**config.mk**
```make
export PLATFORM = sky130hd
export DESIGN_NAME = slot_heap_mark_sweep
export DESIGN_NICKNAME = d
export VERILOG_FILES = /design/src/hw/rtl/shp_pkg.sv /design/src/hw/rtl/shp_ram.sv /design/src/hw/rtl/shp_ctrl.sv /design/src/hw/rtl/slot_heap_mark_sweep.sv
export SDC_FILE = /design/constraint.sdc
export NUM_CORES = 1
export LEC_CHECK = 0
export BUFFER_PORTS_ARGS = -buffer_cell sky130_fd_sc_hd__buf_2
export CORE_ASPECT_RATIO = 1.1
export CORE_UTILIZATION = 45
export CTS_CLUSTER_DIAMETER = 80
export DETAILED_ROUTE_END_ITERATION = 10
export HOLD_SLACK_MARGIN = 0.12
export SYNTH_ARGS = -nofsm -noshare
export SYNTH_HDL_FRONTEND = slang
export SYNTH_SLANG_ARGS = --single-unit
```
**constraint.sdc**
```tcl
create_clock -name clk -period 3.8 [get_ports clk]
set_input_delay 0.76 -clock clk [delete_from_list [all_inputs] [get_ports clk]]
set_output_delay 0.76 -clock clk [all_outputs]
set_load 0.05 [all_outputs]
```
**src/hw/rtl/shp_pkg.sv**
```systemverilog
// ----------------------------------------------------------------------------
// shp_pkg: shared types and constants of the slot heap allocator
// Command and response payloads, result codes and sequencer states.
// ----------------------------------------------------------------------------
package shp_pkg;

	localparam int HEAP_SLOTS_DEF = 32;
	localparam int TAG_W          = 4;
	localparam int SLOT_W         = 5;

	typedef enum logic [1:0] {
		ACT_ALLOC   = 2'd0,
		ACT_MARK    = 2'd1,
		ACT_COLLECT = 2'd2
	} action_t;

	typedef enum logic [1:0] {
		KIND_ALLOC     = 2'd0,
		KIND_FREED     = 2'd1,
		KIND_EXHAUSTED = 2'd2,
		KIND_DONE      = 2'd3
	} kind_t;

	typedef enum logic [2:0] {
		ST_IDLE,
		ST_SCAN,
		ST_SWEEP,
		ST_EMIT,
		ST_FINAL
	} state_t;

	typedef struct packed {
		action_t             action;
		logic [TAG_W-1:0]    type_tag;
		logic [SLOT_W-1:0]   slot_index;
	} cmd_t;

	typedef struct packed {
		kind_t               kind;
		logic [SLOT_W-1:0]   slot;
		logic [TAG_W-1:0]    freed_tag;
		logic                last;
	} rsp_t;

	typedef struct packed {
		logic vld;
		rsp_t item;
	} res_t;

endpackage

```
**src/hw/rtl/shp_ram.sv**
```systemverilog
// ----------------------------------------------------------------------------
// shp_ram: generic simple dual-port RAM
// One write port, one read port with registered read data.
// ----------------------------------------------------------------------------
module shp_ram #(
	parameter int WIDTH = 4,
	parameter int DEPTH = 32
) (
	input  logic                     clk,
	input  logic                     wr_en,
	input  logic [$clog2(DEPTH)-1:0] wr_addr,
	input  logic [WIDTH-1:0]         wr_data,
	input  logic                     rd_en,
	input  logic [$clog2(DEPTH)-1:0] rd_addr,
	output logic [WIDTH-1:0]         rd_data
);

	logic [WIDTH-1:0] mem_q [DEPTH];
	logic [WIDTH-1:0] rd_data_q;

	always_ff @(posedge clk) begin
		if (wr_en) begin
			mem_q[wr_addr] <= wr_data;
		end
		if (rd_en) begin
			rd_data_q <= mem_q[rd_addr];
		end
	end

	assign rd_data = rd_data_q;

endmodule

```
**src/hw/rtl/shp_ctrl.sv**
```systemverilog
// ----------------------------------------------------------------------------
// shp_ctrl: slot sequencer
// Walks the slot bits one slot per cycle for the allocation scan and the
// sweep, the sweep holding at each freed slot until its notice is taken;
// keeps the in-use and mark bits and owns the tag store.
module shp_ctrl
	import shp_pkg::*;
#(
	parameter int HEAP_SLOTS = HEAP_SLOTS_DEF
) (
	input  logic clk,
	input  logic arst_n,
	input  logic cmd_valid,
	output logic cmd_stall,
	input  cmd_t cmd,
	input  logic res_ready,
	output res_t res
);

	localparam int NW = $clog2(HEAP_SLOTS + 1);
	localparam int IW = $clog2(HEAP_SLOTS);
	localparam int MW = (NW > SLOT_W) ? NW : SLOT_W;
	localparam logic [NW-1:0] PTR_END  = NW'(HEAP_SLOTS);
	localparam logic [IW-1:0] LAST_IDX = IW'(HEAP_SLOTS - 1);
	localparam logic [MW-1:0] SLOTS_MW = MW'(HEAP_SLOTS);

	state_t                  state_q, state_d;
	logic [NW-1:0]           ptr_q;
	logic [IW-1:0]           idx_q;
	action_t                 act_q;
	logic [TAG_W-1:0]        tag_q;
	logic                    swept_q;
	kind_t                   fin_kind_q;
	logic [IW-1:0]           fin_slot_q;
	logic [HEAP_SLOTS-1:0]   in_use_q;
	logic [HEAP_SLOTS-1:0]   mark_q;

	logic                    cmd_take;
	logic [MW-1:0]           mk_ext;
	logic [IW-1:0]           mk_ix;
	logic                    mark_hit;
	logic                    ptr_end;
	logic [IW-1:0]           ptr_ix;
	logic                    ptr_busy;
	logic                    swp_live;
	logic                    swp_free;
	logic                    swp_last;
	logic                    adv;
	logic                    ram_wr_en;
	logic                    ram_rd_en;
	logic [TAG_W-1:0]        ram_rd_data;

	assign cmd_take = cmd_valid && (state_q == ST_IDLE);
	assign mk_ext   = MW'(cmd.slot_index);
	assign mk_ix    = mk_ext[IW-1:0];
	assign mark_hit = cmd_take && (cmd.action == ACT_MARK) && (mk_ext < SLOTS_MW)
		&& in_use_q[mk_ix];

	assign ptr_end  = (ptr_q == PTR_END);
	assign ptr_ix   = ptr_q[IW-1:0];
	assign ptr_busy = in_use_q[ptr_ix];

	// slots at or above the pointer only lose their mark
	assign swp_live = (NW'(idx_q) < ptr_q) && in_use_q[idx_q];
	assign swp_free = (state_q == ST_SWEEP) && swp_live && !mark_q[idx_q];
	assign swp_last = (idx_q == LAST_IDX);
	assign adv      = ((state_q == ST_SWEEP) && !swp_free)
		|| ((state_q == ST_EMIT) && res_ready);

	// next state
	always_comb begin
		state_d = state_q;
		unique case (state_q)
			ST_IDLE: begin
				if (cmd_take) begin
					if (cmd.action == ACT_ALLOC) begin
						state_d = ST_SCAN;
					end else if (cmd.action == ACT_COLLECT) begin
						state_d = ST_SWEEP;
					end
				end
			end
			ST_SCAN: begin
				if (ptr_end) begin
					state_d = swept_q ? ST_FINAL : ST_SWEEP;
				end else if (!ptr_busy) begin
					state_d = ST_FINAL;
				end
			end
			ST_SWEEP, ST_EMIT: begin
				if (swp_free) begin
					state_d = ST_EMIT;
				end else if (adv) begin
					if (swp_last) begin
						state_d = (act_q == ACT_ALLOC) ? ST_SCAN : ST_FINAL;
					end else begin
						state_d = ST_SWEEP;
					end
				end
			end
			ST_FINAL: begin
				if (res_ready) begin
					state_d = ST_IDLE;
				end
			end
			default: state_d = ST_IDLE;
		endcase
	end

	// outputs
	always_comb begin
		cmd_stall = (state_q != ST_IDLE);
		ram_wr_en = (state_q == ST_SCAN) && !ptr_end && !ptr_busy;
		ram_rd_en = swp_free;
		res       = '0;
		unique case (state_q)
			ST_EMIT: begin
				res.vld            = 1'b1;
				res.item.kind      = KIND_FREED;
				res.item.slot      = SLOT_W'(idx_q);
				res.item.freed_tag = ram_rd_data;
				res.item.last      = 1'b0;
			end
			ST_FINAL: begin
				res.vld            = 1'b1;
				res.item.kind      = fin_kind_q;
				res.item.slot      = SLOT_W'(fin_slot_q);
				res.item.freed_tag = '0;
				res.item.last      = 1'b1;
			end
			default: begin
				res = '0;
			end
		endcase
	end

	always_ff @(posedge clk or negedge arst_n) begin
		if (!arst_n) begin
			state_q    <= ST_IDLE;
			ptr_q      <= '0;
			idx_q      <= '0;
			act_q      <= ACT_ALLOC;
			tag_q      <= '0;
			swept_q    <= 1'b0;
			fin_kind_q <= KIND_DONE;
			fin_slot_q <= '0;
			in_use_q   <= '0;
			mark_q     <= '0;
		end else begin
			state_q <= state_d;
			unique case (state_q)
				ST_IDLE: begin
					if (cmd_take) begin
						act_q      <= cmd.action;
						tag_q      <= cmd.type_tag;
						swept_q    <= 1'b0;
						idx_q      <= '0;
						fin_kind_q <= KIND_DONE;
						fin_slot_q <= '0;
					end
					if (mark_hit) begin
						mark_q[mk_ix] <= 1'b1;
					end
				end
				ST_SCAN: begin
					if (ptr_end) begin
						if (!swept_q) begin
							swept_q <= 1'b1;
							idx_q   <= '0;
						end else begin
							fin_kind_q <= KIND_EXHAUSTED;
							fin_slot_q <= '0;
						end
					end else if (ptr_busy) begin
						ptr_q <= ptr_q + 1'b1;
					end else begin
						in_use_q[ptr_ix] <= 1'b1;
						mark_q[ptr_ix]   <= 1'b0;
						fin_kind_q       <= KIND_ALLOC;
						fin_slot_q       <= ptr_ix;
						ptr_q            <= ptr_q + 1'b1;
					end
				end
				ST_SWEEP: begin
					if (swp_free) begin
						in_use_q[idx_q] <= 1'b0;
					end else begin
						mark_q[idx_q] <= 1'b0;
					end
				end
				default: begin
				end
			endcase
			// advance the sweep index, restart the pointer after the last slot
			if (adv) begin
				if (swp_last) begin
					ptr_q <= '0;
				end else begin
					idx_q <= idx_q + 1'b1;
				end
			end
		end
	end

	shp_ram #(
		.WIDTH (TAG_W),
		.DEPTH (HEAP_SLOTS)
	) u_tag_ram (
		.clk     (clk),
		.wr_en   (ram_wr_en),
		.wr_addr (ptr_ix),
		.wr_data (tag_q),
		.rd_en   (ram_rd_en),
		.rd_addr (idx_q),
		.rd_data (ram_rd_data)
	);

endmodule

```
**src/hw/rtl/slot_heap_mark_sweep.sv**
```systemverilog
// ----------------------------------------------------------------------------
// slot_heap_mark_sweep: mark-and-sweep allocator over fixed-size slots
// Allocates, marks and sweeps slots; freed slots are reported with their tag.
// ----------------------------------------------------------------------------
//  channel | payload | handshake           | direction
//  cmd     | cmd_t   | cmd_valid/cmd_stall | into the block
//  rsp     | rsp_t   | rsp_valid/rsp_stall | out of the block
//
//  A mark is done in the idle state. A collect sweeps every slot, with a
//  notice for each freed slot, then ends with the closing transfer. An
//  allocate scans slot by slot, and when the scan runs off the end does a
//  full sweep and a second scan from slot zero. The sequencer visits one
//  slot per cycle but holds at each freed slot until its notice is taken.
//  Reset clears all slot bits and the pointer; no clearing pass is needed.
//  A stalled response holds the sequencer; the next command is taken while
//  the final response still waits in the output register.
// ----------------------------------------------------------------------------
module slot_heap_mark_sweep
	import shp_pkg::*;
#(
	parameter int HEAP_SLOTS = HEAP_SLOTS_DEF
) (
	input  logic clk,
	input  logic arst_n,
	input  logic cmd_valid,
	output logic cmd_stall,
	input  cmd_t cmd,
	output logic rsp_valid,
	input  logic rsp_stall,
	output rsp_t rsp
);

	res_t res;
	logic res_ready;
	logic rsp_valid_q;
	rsp_t rsp_q;

	assign res_ready = !rsp_valid_q || !rsp_stall;

	shp_ctrl #(
		.HEAP_SLOTS (HEAP_SLOTS)
	) u_ctrl (
		.clk       (clk),
		.arst_n    (arst_n),
		.cmd_valid (cmd_valid),
		.cmd_stall (cmd_stall),
		.cmd       (cmd),
		.res_ready (res_ready),
		.res       (res)
	);

	always_ff @(posedge clk or negedge arst_n) begin
		if (!arst_n) begin
			rsp_valid_q <= 1'b0;
		end else if (res_ready) begin
			rsp_valid_q <= res.vld;
		end
	end

	// payload: load on transfer into the output register
	always_ff @(posedge clk) begin
		if (res_ready && res.vld) begin
			rsp_q <= res.item;
		end
	end

	assign rsp_valid = rsp_valid_q;
	assign rsp       = rsp_q;

endmodule

```
### Word level (Yosys, flattened, before mapping)

Memory sizes are Yosys's and may differ from the RTL's. A register that Yosys moved wholly into a read port is not among the register bits.
Cells that the tools add are included.

* output and inout bits: 14
* memory bits (read-only): 0
* bits in writable memories: 128
* logic and storage cells: 151
* bits in registers: 105
* input port bits: 15
* memories kept: 1
* latch bits: 0

* $mul: 0
* shift-type cells: 0
* add/subtract/negate cells: 2
* $lt $le $gt $ge: 8
* mux-type cells: 61
* divide/modulo/power cells: 0
* equality and inequality tests: 20
* reduce and logical (&&, ||, !) cells: 37
* bitwise gates (word level): 7

Memory list
* u_ctrl.u_tag_ram.mem_q: words 32, width 4, read ports 1, clocked after Yosys merged registers in 1, write ports 1, line shp_ram.sv:18 `logic [WIDTH-1:0] mem_q [DEPTH];`

Operators with widths (number)
* $mux 32: 7
* $and 32x32->32: 3
* $pmux 32 s3: 1
* $not 32->32: 2
* $or 32x32->32: 2
* $pmux 32 s2: 1
* $mux 5: 9
* $mux 3: 11
* $pmux 13 s2: 1
* $lt 5x6->1 const B: 4
* $mux 6: 4
* $bmux 1 s5: 4
* $pmux 5 s2: 2
* $demux 1 s5: 3
* $ge 5x1->1 const B: 3
* $logic_and 1x1->1: 15
* $pmux 3 s4: 1
* $mux 1: 11
* $reduce_and 5->1: 2
* $mux 2: 4
* $ne 2x1->1 const B: 4
* $ne 2x2->1 const B: 4
* $reduce_and 4->1: 2
* $add 6x1->6 const B: 1
* 23 further kinds: 34

### Logic depth before layout (Yosys ltp)

* depth in word-level cells: 11
* gate-level depth with buffers: 14
* gate-level depth less buffers: 9

### Modules after synthesis

From an unflattened synthesis, not the netlist that was laid out.

* cells, all modules: 948
* area total of the unflattened synthesis: 11563.6 um^2

By module, submodules not included
* shp_ctrl: sequential area each 2304.7 um^2, times used 1, cells each 701, area each 5977.0 um^2
* shp_ram: sequential area each 3963.8 um^2, times used 1, cells each 231, area each 5178.7 um^2
* slot_heap_mark_sweep: sequential area each 385.4 um^2, times used 1, cells each 16, area each 407.9 um^2

### Worst setup path after synthesis

Ideal clock, no wire load.

* path kind: flip-flop to flip-flop
* start: reg u_ctrl.ptr_q[1]
* end: reg u_ctrl.in_use_q[25]
* library setup time: 0.132 ns
* period minus slack after synthesis: 3.651 ns
* buffers on the path: 5
* path slack: 0.149 ns
* required time: 3.668 ns
* arrival time: 3.519 ns
* stages on the path, launching flop included: 14
* cells stage by stage: dfrtp_1 -> clkbuf_1 -> buf_1 -> inv_1 -> ha_1 -> a21oi_1 -> o22ai_1 -> or4_1 -> clkbuf_1 -> nor2_1 -> clkbuf_1 -> buf_1 -> nand3_1 -> o2bb2ai_1

* elaborated cells between the ends (all ways): 20
* classes of those cells: order compare: 3; eq/ne: 4; mux: 7; bitwise: 1; reduce/logical: 5

RTL lines
* from (decl): line shp_ctrl.sv:28 `logic [NW-1:0] ptr_q;`
* from (signal assigned): line shp_ctrl.sv:175 `ptr_q <= ptr_q + 1'b1;`
* from (signal assigned): line shp_ctrl.sv:181 `ptr_q <= ptr_q + 1'b1;`
* $lt 5x6->1: line shp_ctrl.sv:64 `assign swp_live = (NW'(idx_q) < ptr_q) && in_use_q[idx_q];`
* $logic_and 1x1->1: line shp_ctrl.sv:64
* $logic_and 1x1->1 (2 in a row): line shp_ctrl.sv:65 `assign swp_free = (state_q == ST_SWEEP) && swp_live && !mark_q[idx_q];`
* named net u_ctrl.ram_rd_en: line shp_ctrl.sv:50 `logic ram_rd_en;`
* $ne 2x1->1 (no line)
* $reduce_and 4->1 (no line)
* to (signal assigned): line shp_ctrl.sv:147 `in_use_q <= '0;`
* to (signal, indexed assignment): line shp_ctrl.sv:177 `in_use_q[ptr_ix] <= 1'b1;`
* to (signal, indexed assignment): line shp_ctrl.sv:186 `in_use_q[idx_q] <= 1'b0;`
* to (decl): line shp_ctrl.sv:35 `logic [HEAP_SLOTS-1:0] in_use_q;`

The timed path passes the listed nets, and every way through them passes these cells. The select of a mux whose other input is x is not followed.
A chain may end at the register's enable or synchronous reset.

### Worst setup path in the final report

* start: reg u_ctrl.ptr_q[3]
* end: reg u_ctrl.ptr_q[0]

* longest elaborated chain between the ends: 8
* elaborated cells between the ends (all ways): 12
* classes of those cells: order compare: 1; eq/ne: 1; mux: 4; reduce/logical: 6

RTL lines
* $lt 5x6->1: line shp_ctrl.sv:64
* $logic_and 1x1->1: line shp_ctrl.sv:64
* $logic_and 1x1->1 (2 in a row): line shp_ctrl.sv:65
* $logic_not 1->1: line shp_ctrl.sv:67 `assign adv = ((state_q == ST_SWEEP) && !swp_free)`
* $logic_and 1x1->1: line shp_ctrl.sv:67
* $logic_or 1x1->1: line shp_ctrl.sv:68 `|| ((state_q == ST_EMIT) && res_ready);`
* $mux 6 (*): line shp_ctrl.sv:195 `if (adv) begin`

Mark *: on every way between the ends. The rest lies on a longest branch, timed or not.

==> impl_results.md <==
* CTS root buffer: clkbuf_16
* Endpoints failing hold at 0
* Post-CTS setup buffers at 0
* Vias in the first global route at 8097
* Most common cell after layout, fill and taps aside: edfxtp_1
* Final HPWL DP at 22400 um
* Hold_buf cts at 0
* Top FF cell, synth: edfxtp_1
* Most used cell along the critical path: a21oi_1
* Post-layout min period at 3.52 ns
* Syn_nets at 930
* Post-route insts no fill at 1249
* Die width at 154 um
* Core area at 24800 um^2
* CP Class: register to register
* I/O Buffers at 28
* Distinct cell type count after synthesis at 68
* Via density at 6.56
* Worst-Skew Late Latency at 0.56 ns
* Area of the multi-input gates at 4410 um^2
* Top cells by area, synth: edfxtp_1 (38%), dfrtp_1 (20%), mux4_2 (7.3%), o31ai_1 (3.2%), a22oi_1 (3.1%)
* Synth Warn # at 0
* CTS sink count at 237
* Final setup viols at 0
* Synth Instances at 901
* Hold Crit Class: primary input to async pin
* Worst slew pin tran at 1.10 ns
* P&R area growth vs syn at 11.9%
* Cell leakage power at 4.49 nW
* Clock Path Buffers at 3
* # rows at 60
* Rel. slew slack at 26.4%
* Worst Setup SP: u_ctrl.ptr_q[3]
* Nets at 950
* Worst setup SP type: register
* Routed WL at 32800 um
* Initial core utilization at 46.3%
* CTS resizes at 0
* Largest net degree at the start of global routing at 54
* Power per cell area at 782 nW/um^2
* Yosys top cell by area: edfxtp_1
* Number of remaining DRC errors at 0
* Largest stage delay on the critical path at 0.60 ns
* Die area at 26200 um^2
* Ports at 29
* Post-route setup TNS at 0 ns
* DR vias at 8195
* First-pass GRT wire length at 50100 um
* Avg Inst Size Synth at 12.7 um^2
* FFs w/ async S/R, synth at 39.2%
* Fin. max-slew vios at 0
* Setup WS post-layout at 0.277 ns
* GP Congestion at 0.960
* CTS tree: yes
* Reg2Reg Launch Point: u_ctrl.ptr_q[3]
* CTS H-tree lvls at 1
* ANT cells at 0
* VDD IR max at 0.408 mV
* Worst path cell trace: inv_1 -> ha_1 -> a21o_1 -> a21oi_1 -> o22ai_1 -> or4_1 -> nor2_4 -> buf_4 -> o21ai_1 -> a21oi_1
* DP Worst Slack at 0.396 ns
* Status: finished clean
* Drt first-iter violations at 906
* All-Layer GR Usage at 25.6%
* Layout Skew at 0.0145 ns
* DP Cell Count at 1203
* Register area at 6660 um^2
* Crit-path max FO at 39
* Synth Register Bits at 237
* Max Fclk at 0.284 GHz
* FILL cells at 2166
* Seq/Total Area, Yosys at 58.0%
* Buf/Inv on CP at 2
* RSZ-0062 raised after global routing: false
* Initial antenna violation count at 0
* Worst-path clk slew at 0.06 ns
* Die height at 170 um
* Mapped cell area at 11500 um^2
* Yosys top cell area share at 37.7%
* CP arrival at 3.95 ns
* Detail Route Antenna Nets at 0
* Drt pass-1 iters at 5
* Most frequent cells in the layout: edfxtp_1 (144), dfrtp_1 (89), nor2_1 (55), o31ai_1 (49), a22oi_1 (48)
* Share of layout cells above drive strength 1 at 18.6%
* TritonCTS Buffers at 26
* Total power draw at 10.1 mW
* Kind of cell adding the most delay to the critical path: compound AO/OA/AOI/OAI gates
* Final Cycle Share at 92.7%
* Critical-path top delay cell: dfrtp_1
* Drt wl/cell at 26.2 um
* Max-cap viol count at 0
* Nature of the critical path endpoint: register
* Total global routing overflow at 0
* CP required at 4.23 ns
* Final Util at 51.9%
* Post-synth EDFFs at 144
==> cell usage after synthesis (5+ instances only) <==
cell type  count
nor2_1        56
o41ai_1       11
nand3b_1      10
o32ai_1       10
o2bb2ai_1     16
edfxtp_1     144
nand3_1       25
nand4_1        9
dfrtp_1       91
nand2b_1       5
mux2_2        12
and3_1        11
o31ai_1       49
inv_1         33
a22o_1         7
or3b_2         9
o21ai_0       25
a2111oi_0      5
nor3b_1       11
a31oi_1        6
nand2_1       41
o22ai_1        8
a22oi_1       48
mux2i_1       21
buf_1         12
nor3_1        18
and3b_1        7
clkbuf_1      54
ha_1          14
mux4_2        37
a21oi_1       24
==> metal layers <==
metal	vias to the layer above	part of all wire (%)	track usage, %
li1	3588	-	-
met2	374	47	41.0
met3	82	7.3	4.01
met5	-	0	0
met1	4151	42	35.2
met4	0	3.9	10.1
==> state kept, by name, summed over array words and instances, names as in the netlist <==
register,cells
u_ctrl.in_use_q,32
u_ctrl.u_tag_ram.rd_data,4
u_ctrl.swept_q,1
rsp_valid,1
rsp,12
u_ctrl.ptr_q,6
u_ctrl.idx_q,5
u_ctrl.fin_slot_q,5
u_ctrl.tag_q,4
u_ctrl.mark_q,32
u_ctrl.fin_kind_q,2
u_ctrl.state_q,3
u_ctrl.u_tag_ram.mem_q,128
u_ctrl.act_q,2
==> path summary, 6_finish.rpt <==
check / to / slack (ns) / cells after the start
max: u_ctrl.ptr_q[0] / 0.28 / 10
min: u_ctrl.mark_q[26] / 0.24 / 1
max reg2reg: u_ctrl.ptr_q[0] / 0.28 / 10
min reg2reg: u_ctrl.fin_kind_q[0] / 0.49 / 1
max in group asynchronous: u_ctrl.fin_kind_q[0] / 2.82 / 2
min in group clk: u_ctrl.tag_q[3] / 0.44 / 2
==> per-stage QoR <==
stage / hold slack (ns) / cell area (um^2)
floorplan: 0.438 / 11500
global placement: 0.489 / 12000
detailed placement: 0.487 / 12000
CTS: 0.272 / 12800
global route: 0.315 / 12800
finish: 0.240 / 12800
==> logic make-up after synthesis <==
family / synth area share (%)
buf+inv: 3.74
simple gates: 10.3
fa+ha+maj: 1.53
compound gates: 15.9
xor+xnor: 0.305
mux: 10.3
flops: 58.0
==> report_power, final <==
part	switching (mW)	total [mW]	internal, mW
Clock	1.04	2.47	1.43
Combinational	2.09	3.32	1.23
Sequential	0.803	4.26	3.46
==> cell type report <==
type	instances	area share [%]
Multi-Input combinational cell	557	34.3
Timing Repair Buffer	65	3.37
Clock inverter	12	1.04
Sequential cell	237	51.8
Tap cell	310	3.02
Inverter	34	0.993
Clock buffer	34	5.45
(Power assumes the default switching activity.)
